[src/rtl/core/ps2_host_link_frame_engine_defines.svh]
// assertion helpers for the ps2 host link frame engine
`ifndef PS2_HOST_LINK_FRAME_ENGINE_DEFINES_SVH
`define PS2_HOST_LINK_FRAME_ENGINE_DEFINES_SVH
`ifndef SYNTHESIS
`define PS2_ASSERT_SAME(label, ante, cons, msg) \
    label: assert property (@(posedge aclk) disable iff (!aresetn) (ante) |-> (cons)) \
        else $error(msg);
`define PS2_ASSERT_NEXT(label, ante, cons, msg) \
    label: assert property (@(posedge aclk) disable iff (!aresetn) (ante) |=> (cons)) \
        else $error(msg);
`else
`define PS2_ASSERT_SAME(label, ante, cons, msg)
`define PS2_ASSERT_NEXT(label, ante, cons, msg)
`endif
`endif

[src/rtl/core/ps2hl_pkg.sv]
package ps2hl_pkg;

    localparam int TIME_WIDTH  = 32;
    localparam int CFG_WIDTH   = 16;
    localparam int BYTE_WIDTH  = 8;
    localparam int INDEX_WIDTH = 4;

    typedef enum logic [1:0] {
        MODE_IDLE           = 2'd0,
        MODE_RECEPTION      = 2'd1,
        MODE_RETRANSMISSION = 2'd2,
        MODE_RTS            = 2'd3
    } link_mode_t;

    localparam logic OP_EDGE = 1'b0;
    localparam logic OP_SEND = 1'b1;

    localparam logic CFG_GLITCH_MIN = 1'b0;
    localparam logic CFG_FRAME_GAP  = 1'b1;

    localparam logic [CFG_WIDTH-1:0] GLITCH_MIN_RESET = 16'd60;
    localparam logic [CFG_WIDTH-1:0] FRAME_GAP_RESET  = 16'd200;

    localparam logic [INDEX_WIDTH-1:0] RX_IDX_START    = 4'd0;
    localparam logic [INDEX_WIDTH-1:0] RX_IDX_LAST_BIT = 4'd8;
    localparam logic [INDEX_WIDTH-1:0] RX_IDX_PARITY   = 4'd9;
    localparam logic [INDEX_WIDTH-1:0] RX_IDX_STOP     = 4'd10;

    localparam logic [INDEX_WIDTH-1:0] TX_IDX_FIRST    = 4'd1;
    localparam logic [INDEX_WIDTH-1:0] TX_IDX_LAST_BIT = 4'd8;
    localparam logic [INDEX_WIDTH-1:0] TX_IDX_PARITY   = 4'd9;
    localparam logic [INDEX_WIDTH-1:0] TX_IDX_STOP     = 4'd10;
    localparam logic [INDEX_WIDTH-1:0] TX_IDX_ACK      = 4'd11;

endpackage

[src/rtl/core/ps2_host_link_frame_engine.sv]
// channel   | direction | handshake          | payload
// s_        | in        | s_valid / s_ready  | operation, time_us, data_level, send_byte
// m_        | out       | m_valid / m_ready  | line controls, rx byte and flags, tx_done
// cfg_      | in        | cfg_valid/cfg_ready| cfg_index, cfg_data (ready out of reset)
//
// one word per cycle sustained while the result register is not stalled; an s_ accept reaches m_valid
// through the input register, then one pass of edge/send logic into the result register
// the link state updates when a word leaves the input register for the result register
// a stalled result register stops the input register; s_ready then drops
// aresetn is synchronous, active low; all link state returns to idle
`include "ps2_host_link_frame_engine_defines.svh"

module ps2_host_link_frame_engine
    import ps2hl_pkg::*;
(
    input  logic                  aclk,
    input  logic                  aresetn,

    input  logic                  s_valid,
    output logic                  s_ready,
    input  logic                  s_operation,
    input  logic [TIME_WIDTH-1:0] s_time_us,
    input  logic                  s_data_level,
    input  logic [BYTE_WIDTH-1:0] s_send_byte,

    output logic                  m_valid,
    input  logic                  m_ready,
    output logic                  m_data_drive,
    output logic                  m_data_out,
    output logic                  m_clock_hold_low,
    output logic                  m_rx_valid,
    output logic [BYTE_WIDTH-1:0] m_rx_byte,
    output logic                  m_resend_needed,
    output logic                  m_tx_done,

    input  logic                  cfg_valid,
    output logic                  cfg_ready,
    input  logic                  cfg_index,
    input  logic [CFG_WIDTH-1:0]  cfg_data
);

    // configuration
    logic [CFG_WIDTH-1:0] glitch_min_reg;
    logic [CFG_WIDTH-1:0] frame_gap_reg;

    // input register
    logic                  in_valid_reg;
    logic                  in_op_reg;
    logic [TIME_WIDTH-1:0] in_time_reg;
    logic                  in_level_reg;
    logic [BYTE_WIDTH-1:0] in_byte_reg;

    // link state
    link_mode_t             mode_reg, mode_next;
    logic [INDEX_WIDTH-1:0] tx_idx_reg, tx_idx_next;
    logic [INDEX_WIDTH-1:0] rx_idx_reg, rx_idx_next;
    logic [BYTE_WIDTH-1:0]  rx_shift_reg, rx_shift_next;
    logic                   rx_acc_reg, rx_acc_next;
    logic                   rx_seen_reg, rx_seen_next;
    logic [BYTE_WIDTH-1:0]  tx_shift_reg, tx_shift_next;
    logic                   tx_parity_reg, tx_parity_next;
    logic [TIME_WIDTH-1:0]  last_edge_reg, last_edge_next;
    logic                   drive_reg, drive_next;
    logic                   level_reg, level_next;
    logic                   clklow_reg, clklow_next;

    // per-word flags
    logic                  rx_valid_next;
    logic [BYTE_WIDTH-1:0] rx_byte_next;
    logic                  resend_next;
    logic                  done_next;

    // result register
    logic                  out_valid_reg;
    logic                  out_drive_reg;
    logic                  out_data_reg;
    logic                  out_clklow_reg;
    logic                  out_rx_valid_reg;
    logic [BYTE_WIDTH-1:0] out_rx_byte_reg;
    logic                  out_resend_reg;
    logic                  out_done_reg;

    logic                  advance;
    logic [TIME_WIDTH-1:0] diff;
    logic                  glitch_ok;
    logic                  gap_over;

    assign advance   = in_valid_reg && (!out_valid_reg || m_ready);
    assign s_ready   = aresetn && (!in_valid_reg || advance);
    assign cfg_ready = aresetn;

    assign diff      = in_time_reg - last_edge_reg;
    assign glitch_ok = diff >= TIME_WIDTH'(glitch_min_reg);
    assign gap_over  = diff > TIME_WIDTH'(frame_gap_reg);

    always_ff @(posedge aclk) begin
        if (!aresetn) begin
            glitch_min_reg <= GLITCH_MIN_RESET;
            frame_gap_reg  <= FRAME_GAP_RESET;
        end else if (cfg_valid && cfg_ready) begin
            case (cfg_index)
                CFG_GLITCH_MIN: glitch_min_reg <= cfg_data;
                CFG_FRAME_GAP:  frame_gap_reg  <= cfg_data;
                default: ;
            endcase
        end
    end

    always_ff @(posedge aclk) begin
        if (!aresetn) begin
            in_valid_reg <= 1'b0;
        end else if (s_valid && s_ready) begin
            in_valid_reg <= 1'b1;
        end else if (advance) begin
            in_valid_reg <= 1'b0;
        end
    end

    always_ff @(posedge aclk) begin
        if (s_valid && s_ready) begin
            in_op_reg    <= s_operation;
            in_time_reg  <= s_time_us;
            in_level_reg <= s_data_level;
            in_byte_reg  <= s_send_byte;
        end
    end

    always_comb begin
        mode_next      = mode_reg;
        tx_idx_next    = tx_idx_reg;
        rx_idx_next    = rx_idx_reg;
        rx_shift_next  = rx_shift_reg;
        rx_acc_next    = rx_acc_reg;
        rx_seen_next   = rx_seen_reg;
        tx_shift_next  = tx_shift_reg;
        tx_parity_next = tx_parity_reg;
        last_edge_next = last_edge_reg;
        drive_next     = drive_reg;
        level_next     = level_reg;
        clklow_next    = clklow_reg;
        rx_valid_next  = 1'b0;
        rx_byte_next   = '0;
        resend_next    = 1'b0;
        done_next      = 1'b0;

        if (in_op_reg == OP_SEND) begin
            tx_shift_next  = in_byte_reg;
            tx_parity_next = ~^in_byte_reg;
            tx_idx_next    = TX_IDX_FIRST;
            mode_next      = MODE_RTS;
            drive_next     = 1'b1;
            level_next     = 1'b0;
            clklow_next    = 1'b0;
        end else if (mode_reg == MODE_RTS) begin
            if (glitch_ok) begin
                last_edge_next = in_time_reg;
                if (tx_idx_reg >= TX_IDX_FIRST && tx_idx_reg <= TX_IDX_LAST_BIT) begin
                    drive_next  = 1'b1;
                    level_next  = tx_shift_reg[3'(tx_idx_reg - TX_IDX_FIRST)];
                    tx_idx_next = tx_idx_reg + 4'd1;
                end else if (tx_idx_reg == TX_IDX_PARITY) begin
                    drive_next  = 1'b1;
                    level_next  = tx_parity_reg;
                    tx_idx_next = TX_IDX_STOP;
                end else if (tx_idx_reg == TX_IDX_STOP) begin
                    drive_next  = 1'b0;
                    level_next  = 1'b0;
                    tx_idx_next = TX_IDX_ACK;
                end else begin
                    // ack edge completes; any other index abandons the send
                    drive_next  = 1'b0;
                    level_next  = 1'b0;
                    mode_next   = MODE_IDLE;
                    tx_idx_next = TX_IDX_FIRST;
                    done_next   = (tx_idx_reg == TX_IDX_ACK);
                end
            end
        end else begin
            // frame gap takes precedence over the glitch filter
            if (gap_over) begin
                mode_next     = MODE_RECEPTION;
                rx_idx_next   = RX_IDX_START;
                rx_shift_next = '0;
                rx_acc_next   = 1'b1;
            end
            if (gap_over || glitch_ok) begin
                last_edge_next = in_time_reg;
                if (rx_idx_next == RX_IDX_START) begin
                    rx_idx_next = 4'd1;
                end else if (rx_idx_next <= RX_IDX_LAST_BIT) begin
                    if (in_level_reg) begin
                        rx_shift_next = rx_shift_next
                                      | (8'd1 << 3'(rx_idx_next - 4'd1));
                        rx_acc_next   = ~rx_acc_next;
                    end
                    rx_idx_next = rx_idx_next + 4'd1;
                end else if (rx_idx_next == RX_IDX_PARITY) begin
                    rx_seen_next = in_level_reg;
                    rx_idx_next  = RX_IDX_STOP;
                end else begin
                    if (rx_idx_next == RX_IDX_STOP) begin
                        if (rx_seen_reg != rx_acc_next) begin
                            clklow_next = 1'b1;
                            mode_next   = MODE_RETRANSMISSION;
                            resend_next = 1'b1;
                        end else begin
                            rx_valid_next = 1'b1;
                            rx_byte_next  = rx_shift_next;
                            mode_next     = MODE_IDLE;
                        end
                    end
                    rx_idx_next   = RX_IDX_START;
                    rx_shift_next = '0;
                    rx_acc_next   = 1'b1;
                end
            end
        end
    end

    always_ff @(posedge aclk) begin
        if (!aresetn) begin
            mode_reg      <= MODE_IDLE;
            tx_idx_reg    <= TX_IDX_FIRST;
            rx_idx_reg    <= RX_IDX_START;
            rx_shift_reg  <= '0;
            rx_acc_reg    <= 1'b1;
            rx_seen_reg   <= 1'b1;
            tx_shift_reg  <= '0;
            tx_parity_reg <= 1'b0;
            last_edge_reg <= '0;
            drive_reg     <= 1'b0;
            level_reg     <= 1'b0;
            clklow_reg    <= 1'b0;
        end else if (advance) begin
            mode_reg      <= mode_next;
            tx_idx_reg    <= tx_idx_next;
            rx_idx_reg    <= rx_idx_next;
            rx_shift_reg  <= rx_shift_next;
            rx_acc_reg    <= rx_acc_next;
            rx_seen_reg   <= rx_seen_next;
            tx_shift_reg  <= tx_shift_next;
            tx_parity_reg <= tx_parity_next;
            last_edge_reg <= last_edge_next;
            drive_reg     <= drive_next;
            level_reg     <= level_next;
            clklow_reg    <= clklow_next;
        end
    end

    always_ff @(posedge aclk) begin
        if (!aresetn) begin
            out_valid_reg <= 1'b0;
        end else if (advance) begin
            out_valid_reg <= 1'b1;
        end else if (m_ready) begin
            out_valid_reg <= 1'b0;
        end
    end

    always_ff @(posedge aclk) begin
        if (advance) begin
            out_drive_reg    <= drive_next;
            out_data_reg     <= drive_next && level_next;
            out_clklow_reg   <= clklow_next;
            out_rx_valid_reg <= rx_valid_next;
            out_rx_byte_reg  <= rx_byte_next;
            out_resend_reg   <= resend_next;
            out_done_reg     <= done_next;
        end
    end

    assign m_valid          = out_valid_reg;
    assign m_data_drive     = out_drive_reg;
    assign m_data_out       = out_data_reg;
    assign m_clock_hold_low = out_clklow_reg;
    assign m_rx_valid       = out_rx_valid_reg;
    assign m_rx_byte        = out_rx_byte_reg;
    assign m_resend_needed  = out_resend_reg;
    assign m_tx_done        = out_done_reg;

    `PS2_ASSERT_SAME(a_drive_only_in_rts, mode_reg != MODE_RTS, !drive_reg, "data driven outside a send")
    `PS2_ASSERT_SAME(a_level_needs_drive, m_valid && m_data_out, m_data_drive, "data level without drive")
    `PS2_ASSERT_SAME(a_done_released, m_valid && m_tx_done, !m_data_drive && !m_rx_valid, "tx_done with line still driven")
    `PS2_ASSERT_SAME(a_rx_excl, m_valid && m_rx_valid, !m_resend_needed, "byte and parity error together")
    `PS2_ASSERT_NEXT(a_stall_blocks_input, in_valid_reg && out_valid_reg && !m_ready, in_valid_reg && out_valid_reg, "word lost under stall")

endmodule

[config.mk]
export PLATFORM = sky130hd
export DESIGN_NAME = ps2_host_link_frame_engine
export DESIGN_NICKNAME = d
export VERILOG_FILES = /design/src/rtl/core/ps2hl_pkg.sv /design/src/rtl/core/ps2_host_link_frame_engine.sv
export VERILOG_INCLUDE_DIRS = /design/src /design/src/rtl/core
export SDC_FILE = /design/constraint.sdc
export NUM_CORES = 1
export LEC_CHECK = 0
export BUFFER_PORTS_ARGS = -buffer_cell sky130_fd_sc_hd__buf_4
export CELL_PAD_IN_SITES_DETAIL_PLACEMENT = 1
export CELL_PAD_IN_SITES_GLOBAL_PLACEMENT = 1
export CORE_ASPECT_RATIO = 0.5
export CORE_MARGIN = 3
export CORE_UTILIZATION = 50
export DETAILED_ROUTE_END_ITERATION = 8
export MAX_ROUTING_LAYER = met4
export PLACE_DENSITY = 0.83
export SLEW_MARGIN = 20
export SYNTH_ARGS = -nofsm -noshare
export SYNTH_HDL_FRONTEND = slang
export SYNTH_SLANG_ARGS = --single-unit
[constraint.sdc]
create_clock -name aclk -period 9.1 [get_ports aclk]
set_clock_uncertainty 0.2 [all_clocks]
set_input_delay 0.455 -clock aclk [delete_from_list [all_inputs] [get_ports aclk]]
set_output_delay 0.455 -clock aclk [all_outputs]
set_load 0.005 [all_outputs]
Yosys cells after proc, flatten, opt, wreduce, memory -nomap -nowiden
Cells that the tools add are included.

$add $sub $neg: 5. $lt $le $gt $ge: 6. Equal/unequal tests: 12. Shift operators: 1. Mux-type cells: 71. Bitwise gates (word level): 10. Reductions and logical operators: 29.

Operator list (count): 32-bit 2-to-1 mux (3); 8-bit 2-to-1 mux (8); 4-bit 2-to-1 mux (13); 1-bit 2-to-1 mux (33); 32-bit by 16-bit >= comparator with 1-bit output (1); 32-bit by 16-bit greater-than comparator with 1-bit output (1); 32-bit subtractor (1); 2-bit 2-to-1 mux (13); 4-bit equality test, second input constant (5); 3-bit != test, second input constant (4); 2-bit nonzero test (5); 1-bit inverter (9); 4-bit by 1-bit adder with 4-bit output, second input constant (2); 4-bit less-or-equal comparator, second input constant (2); 8-bit bitwise OR (1); 8-bit OR reduction (1); 8-bit XNOR reduction (1); 1-bit by 3-bit left shift with 8-bit output, first input constant (1); 7-bit AND reduction (1); 7-bit OR reduction (1); 1-bit logical AND (6); 2-bit AND reduction (3); 3-bit AND reduction (2); 6-bit OR reduction (1); other kinds (12) (16).

Register bits after elaboration: 154. Input port bits: 64. Output and inout port bits: 17. Word-level logic and storage cells: 161.

Depth between registers and ports, before layout
Gate-level depths: netlist of run 1.

Word-level depth: 14. Gate-level depth with buffers: 31. Gate-level depth less buffers: 29.

Worst setup path after synthesis of run 1
No wires, ideal clock.

Path kind: register to register. Start point: register in_time_reg[1]. End point: register mode_reg[1]. Setup time: 0.119 ns. Arrival time: 5.282 ns. Required time: 8.781 ns. Setup slack: 3.499 ns. Stages on the path, launching flop included: 28. Buffers on the path: 2. Cells stage by stage: edfxtp_1 > ha_1 > nor2b_1 > o2111ai_1 > a211o_1 > and2_1 > o31ai_1 > xor2_1 > ha_1 > a21o_1 > a21o_1 > a21oi_1 > o21ai_0 > a21oi_1 > nor2_1 > or3_1 > buf_6 > nor2_1 > buf_2 > nand2_1 > ha_1 > nand2b_1 > nor2_1 > nor2_1 > nand4_1 > mux2_2 > and3_1 > o221a_2.

Word-level cells in the longest chain between the ends: 14. Elaborated cells on any way between the ends: 26. Classes of those cells: 1 x add/sub; 3 x order compare; 4 x eq/ne; 15 x mux; 3 x reduce/logical.

RTL lines: from (decl) (line ps2_host_link_frame_engine.sv:49) `logic [TIME_WIDTH-1:0] in_time_reg;`; from (signal assigned) (line ps2_host_link_frame_engine.sv:122) `in_time_reg <= s_time_us;`; 32-bit subtractor (*) (line ps2_host_link_frame_engine.sv:92) `assign diff = in_time_reg - last_edge_reg;`; 32-bit by 16-bit greater-than comparator with 1-bit output (line ps2_host_link_frame_engine.sv:94) `assign gap_over = diff > TIME_WIDTH'(frame_gap_reg);`; 1-bit 2-to-1 mux (line ps2_host_link_frame_engine.sv:180) `if (gap_over) begin`; 1-bit 2-to-1 mux (line ps2_host_link_frame_engine.sv:154) `end else if (mode_reg == MODE_RTS) begin`; 1-bit 2-to-1 mux (line ps2_host_link_frame_engine.sv:146) `if (in_op_reg == OP_SEND) begin`; 1-bit != test (line ps2_host_link_frame_engine.sv:202) `if (rx_seen_reg != rx_acc_next) begin`; 2-bit 2-to-1 mux (line ps2_host_link_frame_engine.sv:202); 2-bit 2-to-1 mux (line ps2_host_link_frame_engine.sv:201) `if (rx_idx_next == RX_IDX_STOP) begin`; 2-bit 2-to-1 mux (line ps2_host_link_frame_engine.sv:197) `end else if (rx_idx_next == RX_IDX_PARITY) begin`; 2-bit 2-to-1 mux (line ps2_host_link_frame_engine.sv:190) `end else if (rx_idx_next <= RX_IDX_LAST_BIT) begin`; 2-bit 2-to-1 mux (line ps2_host_link_frame_engine.sv:188) `if (rx_idx_next == RX_IDX_START) begin`; 2-bit 2-to-1 mux (line ps2_host_link_frame_engine.sv:186) `if (gap_over || glitch_ok) begin`; 2-bit 2-to-1 mux (line ps2_host_link_frame_engine.sv:154); 2-bit 2-to-1 mux (line ps2_host_link_frame_engine.sv:146); to (signal assigned) (line ps2_host_link_frame_engine.sv:235) `mode_reg <= mode_next;`; to (decl) (line ps2_host_link_frame_engine.sv:54) `link_mode_t mode_reg, mode_next;`.

Every way passes the cells marked *; elsewhere a longest branch is shown, timed or not. The select of a mux whose other input is x is not followed. A chain may end at the register's enable or synchronous reset.

Worst setup path after layout of run 1
Start point: register in_time_reg[3]. End point: register mode_reg[1].

Same word-level chain as after synthesis.

==> flow_summary.yaml, run 1 <==
status:
  outcome: "finished clean"
sta:
  grt_setup_unrepaired: "false"
  post-route-period-util_pct: 76.1
  slew_viol_final: 0
  timing.setup.tns_ns: 0
  fin_crit_ns: 6.92
  max_freq_ghz: 0.144
  finalHoldViolations: 0
  relSlewSlack_pct: 35.2
  setup_viol: 0
  worstMarginPinSlew_ns: 0.968
grt:
  grt_max_degree: 72
  grt.total_usage_pct: 26.9
  grt_pass1_wl_um: 41400
  antenna_found_initial: 0
  grt_pass1_vias: 8271
  grt_overflow: 0
synthesis:
  synth_area_leaders: "dfxtp_1, edfxtp_1, ha_1"
  yosys.area.top_type: "dfxtp_1"
  async_flop_share_pct: 0
  ys_types: 69
  syn_nets: 1120
  synth_warnings: 0
  seq_area_frac_synth_pct: 40.8
  syn_area_um2: 8920
  synth_top_area_share_pct: 22.0
  synth_edf_count: 56
  avgSynthCellArea_um2: 9.09
  netlist_instances: 982
  ys_seq_elements: 154
  synth_top_flop_cell: "dfxtp_1"
routing:
  vias: 7721
  routedWlPerCell_um: 19.2
  routed_wl_um: 25300
  drtIter0Drc: 452
  drc: 0
  via_per_inst: 5.85
  drtAntennaViolNets: 0
  first_pass_iters: 4
setup_path:
  arrival_ns: 7.04
  start_kind: "register"
  path_class: "register to register"
  cp-end-kind: "register"
  crit_fanout: 14
  cp.required_ns: 9.22
finish:
  n_antenna_cell: 0
  layout_common_cells: "nand2_1, dfxtp_1, nor2_1"
  mostFrequentLayoutCell: "nand2_1"
  nNetsFinal: 1218
  fin_cells: 1320
  final_cell_area_um2: 10600
  area_delta_synth_final_pct: 19.3
  drive_above_1_share_pct: 12.2
  fin_util_pct: 62.9
placement:
  dpl_cell_area_um2: 9640
  gp_congestion: 0.903
  dp_cells: 1248
  portBuffers: 80
  dp_hpwl_um: 17800
cts:
  cts_setup_buffers: 0
  clock_path_buffers: 2
  cts.htree.levels: 4
  cts-root-buf: "clkbuf_16"
  cts_buffers: 17
  clk_pin_slew_ns: 0.07
  cts.sinks: 154
  clk_latency_ns: 0.44
  cts_tree: "done"
power:
  p_int_w: 0.00128
  ir_drop_uv: 139
  power_frac_comb_pct: 16.8
  p_per_area_nw_per_um2: 170
  power.switching_w: 0.000523
  p_seq_share_pct: 41.8
  switching_share_pct: 28.9
  pwr-share-clk_pct: 41.4
  leakagePower_nw: 4.20
floorplan:
  die_area_um2: 19600
  die_h_um: 100
  io-pin-count: 81
  rows: 33
  initial_utilization_pct: 52.7
  die_x_um: 195
  core_um2: 16900
job:
  maxCapViolations: 0
min_path:
  hold_class: "input pin to register"
[power by group through the flow]
stage,clock (W),sequential (W),combinational [W]
2_1_floorplan,0,0.000766,0.000189
3_3_place_gp,0,0.000769,0.000268
3_5_place_dp,0,0.000770,0.000281
4_1_cts,0.000757,0.000755,0.000298
5_1_grt,0.000787,0.000758,0.000336
6_report,0.000749,0.000755,0.000303
[worst paths after layout]
| check | startpoint | end | slack, ns | depth (start not counted) |
|---|---|---|---|---|
| max | in_time_reg[3] | mode_reg[1] | 2.18 | 23 |
| min | s_time_us[11] | in_time_reg[11] | 0.02 | 1 |
| max reg2reg | in_time_reg[3] | mode_reg[1] | 2.18 | 23 |
| min reg2reg | tx_parity_reg | tx_parity_reg | 0.26 | 2 |
[layer usage]
metal	up-vias	GRT usage, %	part of all wire, %	wire length [µm]
li1	3732	-	-	-
met1	3794	32.0	45	11300
met2	153	47.0	50	12600
met3	42	5.14	3.9	977
met4	0	8.10	1.7	431
met5	-	-	0	0
[cells by family after synthesis]
family / Yosys count / share of synthesized area, %
compound gates: 246 / 18.7
xor+xnor: 32 / 3.14
fa+ha+maj: 74 / 10.5
buf+inv: 122 / 5.45
flops: 154 / 40.8
mux: 41 / 4.91
simple gates: 313 / 16.5
[stage by stage]
stage | worst slack (ns) | hold WS (ns) | total power (W)
floorplan | 3.50 | 0.232 | 0.000956
global route | 1.60 | 0.00227 | 0.00188
global placement | 2.69 | 0.242 | 0.00104
detailed placement | 2.37 | 0.248 | 0.00105
finish | 2.18 | 0.0163 | 0.00181
CTS | 2.31 | 0.000848 | 0.00181
[worst max-delay path, cell delays in order (launching register included)]
cell and delay (ns):
edfxtp_1 0.41, ha_1 0.41, a21o_1 0.21, a21oi_1 0.28, nand2_1 0.14, a21oi_1 0.47
nand2b_1 0.20, nand2_1 0.07, xor2_1 0.19, ha_1 0.33, nand4_1 0.13, nor4_1 0.41
nor2_1 0.09, or3_1 0.51, nor2_1 0.78, nand2_1 0.28, ha_1 0.36, nand2b_1 0.14
nor2_1 0.09, nor2_1 0.22, nand4_1 0.20, mux2_2 0.31, and3_1 0.17, o221a_2 0.21
[what timing repair did]
action,CTS,global route
hold endpoints to repair,39,1
setup endpoints to repair,0,0
gates resized for setup,0,0
hold buffers,39,1
[layout make-up]
type | instances | area [µm²]
timing repair buffer | 122 | 1020
multi-input combinational | 706 | 4810
fill | 1931 | 6280
tap | 227 | 284
clock buffer | 17 | 425
sequential | 154 | 3640
inverter | 79 | 297
clock inverter | 15 | 178
[synth_stat cells (12+ instances only)]
| cell type | n |
|---|---|
| a21o_1 | 18 |
| edfxtp_1 | 56 |
| o21a_1 | 12 |
| o21ai_0 | 33 |
| and2_1 | 15 |
| mux2i_1 | 37 |
| dfxtp_1 | 98 |
| inv_1 | 78 |
| nand3_1 | 15 |
| nor3_1 | 15 |
| a31oi_1 | 14 |
| o31ai_1 | 27 |
| clkbuf_1 | 33 |
| a21oi_1 | 70 |
| xnor2_1 | 24 |
| nor2_1 | 92 |
| nand4_1 | 17 |
| ha_1 | 73 |
| nand2_1 | 102 |
(Power assumes the default switching activity.)
==> inputs of run 2 (changes only) <==
--- a/config.mk
+++ b/config.mk
@@ -11,10 +11,10 @@
 export CELL_PAD_IN_SITES_GLOBAL_PLACEMENT = 1
 export CORE_ASPECT_RATIO = 0.5
 export CORE_MARGIN = 3
-export CORE_UTILIZATION = 50
+export CORE_UTILIZATION = 42
 export DETAILED_ROUTE_END_ITERATION = 8
 export MAX_ROUTING_LAYER = met4
-export PLACE_DENSITY = 0.83
+export PLACE_DENSITY = 0.74
 export SLEW_MARGIN = 20
 export SYNTH_ARGS = -nofsm -noshare
 export SYNTH_HDL_FRONTEND = slang
==> constraint.sdc (replaced) <==
create_clock -name aclk -period 6.1 [get_ports aclk]
set_clock_uncertainty 0.2 [all_clocks]
set_input_delay 0.305 -clock aclk [delete_from_list [all_inputs] [get_ports aclk]]
set_output_delay 0.305 -clock aclk [all_outputs]
set_load 0.005 [all_outputs]
==> run 2 against run 1 <==
Hold slack improved by 0.026 ns. Via count about the same. Setup slack got worse by 1.8 ns. Largest cell class unchanged.
==> flow_summary.yaml, run 2 (same netlist as run 1, synthesis figures left out) <==
status:
  outcome: "finished clean"
setup_path:
  path_class: "register to register"
  crit_fanout: 6
  critPathMaxStageDelay_ns: 0.43
  start_kind: "register"
  crit_slowest_cell: "fa_1"
  path_common_cell: "a21oi_1"
  cp.required_ns: 6.24
  arrival_ns: 5.85
  cp-end-kind: "register"
sta:
  finalHoldViolations: 0
  post-route-period-util_pct: 93.7
  worst_slack_ns: 0.386
  fin_crit_ns: 5.71
  max_freq_ghz: 0.175
  setup_viol: 0
  relSlewSlack_pct: 34.5
  slew_viol_final: 0
  worstMarginPinSlew_ns: 0.983
grt:
  grt_pass1_vias: 8225
  grt.total_usage_pct: 24.6
  grt_overflow: 0
  antenna_found_initial: 0
  grt_pass1_wl_um: 43000
  grt_max_degree: 71
floorplan:
  core_um2: 20100
  die_h_um: 109
  initial_utilization_pct: 44.3
  die_x_um: 212
  rows: 36
  io-pin-count: 81
  die_area_um2: 23100
finish:
  drive_above_1_share_pct: 13.1
  area_delta_synth_final_pct: 23.2
  mostFrequentLayoutCell: "nand2_1"
  final_cell_area_um2: 11000
  nNetsFinal: 1246
  layout_common_cells: "nand2_1, dfxtp_1, nor2_1, buf_4, inv_1"
power:
  ir_drop_uv: 141
  leakagePower_nw: 4.34
  p_per_area_nw_per_um2: 243
job:
  maxCapViolations: 0
cts:
  cts-root-buf: "clkbuf_16"
  cts.htree.levels: 4
  clock_path_buffers: 2
  cts_buffers: 17
  cts.sinks: 154
  clk_latency_ns: 0.45
  clk_pin_slew_ns: 0.06
  cts_tree: "done"
placement:
  pre_cts_ws_ns: 0.152
  gp_congestion: 0.900
  dpl_cell_area_um2: 9740
  portBuffers: 80
  dp_hpwl_um: 18400
min_path:
  hold_class: "input pin to register"
routing:
  drtIter0Drc: 391
  drc: 0
  routed_wl_um: 26100
  routedWlPerCell_um: 18.8
  via_per_inst: 5.57
  drtAntennaViolNets: 0
  vias: 7724
  first_pass_iters: 5
==> run 2: changes by cell type in the layout (fill, tap and decap cells not counted), sizes merged <==
cell | previous run | this run
inv | 88 | 80
clkbuf | 17 | 25
bufinv | 2 | 1
dlygate4sd3 | 40 | 60
clkinvlp | 3 | 0
clkinv | 1 | 4
diode | 0 | 1
buf | 82 | 90
==> run 2: metal layers <==
layer / vias to the layer above / part of all wire, % / global-route usage (%) / wire length, µm
met5: - / 0 / - / 0
met4: 0 / 1.7 / 8.35 / 448
met3: 31 / 2.8 / 4.20 / 739
met2: 123 / 47 / 40.5 / 12200
met1: 3795 / 49 / 30.9 / 12700
li1: 3775 / - / - / -
==> run 2: layout make-up <==
type	instances	area [µm²]
Timing Repair Buffer	150	1290
Multi-Input combinational cell	706	4840
Inverter	79	297
Clock buffer	25	538
Clock inverter	6	56.3
Antenna cell	1	2.50
Tap cell	266	333
Sequential cell	154	3640
Fill cell	2314	9140
==> run 2: final timing paths <==
kind / cells after the start / slack, ns / to / startpoint
hold / removal: 2 / 0.04 / rx_seen_reg / aresetn
hold reg to reg: 1 / 0.26 / rx_shift_reg[0] / rx_shift_reg[0]
setup / recovery: 27 / 0.39 / mode_reg[1] / in_time_reg[0]
setup reg to reg: 27 / 0.39 / mode_reg[1] / in_time_reg[0]
==> run 2: critical path, delay by kind of cell, from the launching register on <==
kind | cells | cell delay, ns
mux | 1 | 0.31
flops | 1 | 0.35
compound gates | 10 | 1.71
buf+inv | 1 | 0.05
xor+xnor | 1 | 0.20
fa+ha+maj | 4 | 1.12
simple gates | 10 | 1.65
==> run 2: stage by stage <==
| step | total power (W) | setup TNS [ns] | cells | hold WS, ns | util, % |
|---|---|---|---|---|---|
| after detailed placement | 0.00158 | 0 | 1292 | 0.248 | 48.4 |
| after global placement | 0.00156 | 0 | 1292 | 0.241 | 48.4 |
| after floorplan | 0.00143 | 0 | 982 | 0.204 | - |
| final | 0.00268 | 0 | 1387 | 0.0419 | 54.6 |
| after global routing | 0.00281 | -0.0206 | 1386 | 0.0380 | 54.6 |
| after CTS | 0.00269 | 0 | 1383 | 0.0217 | 54.3 |
==> run 2: what timing repair did <==
| action | 4_1_cts | 5_1_grt |
|---|---|---|
| setup endpoints to repair | 0 | 24 |
| setup buffers | 0 | 3 |
| resized for setup | 0 | 12 |
| hold buffers | 60 | 0 |
| endpoints found under the hold margin | 76 | 0 |
==> run 2: report_power, final <==
part	internal, W	switching, W	total (W)
clock	0.000648	0.000431	0.00108
combinational	0.000201	0.000269	0.000470
sequential	0.00111	0.0000214	0.00113
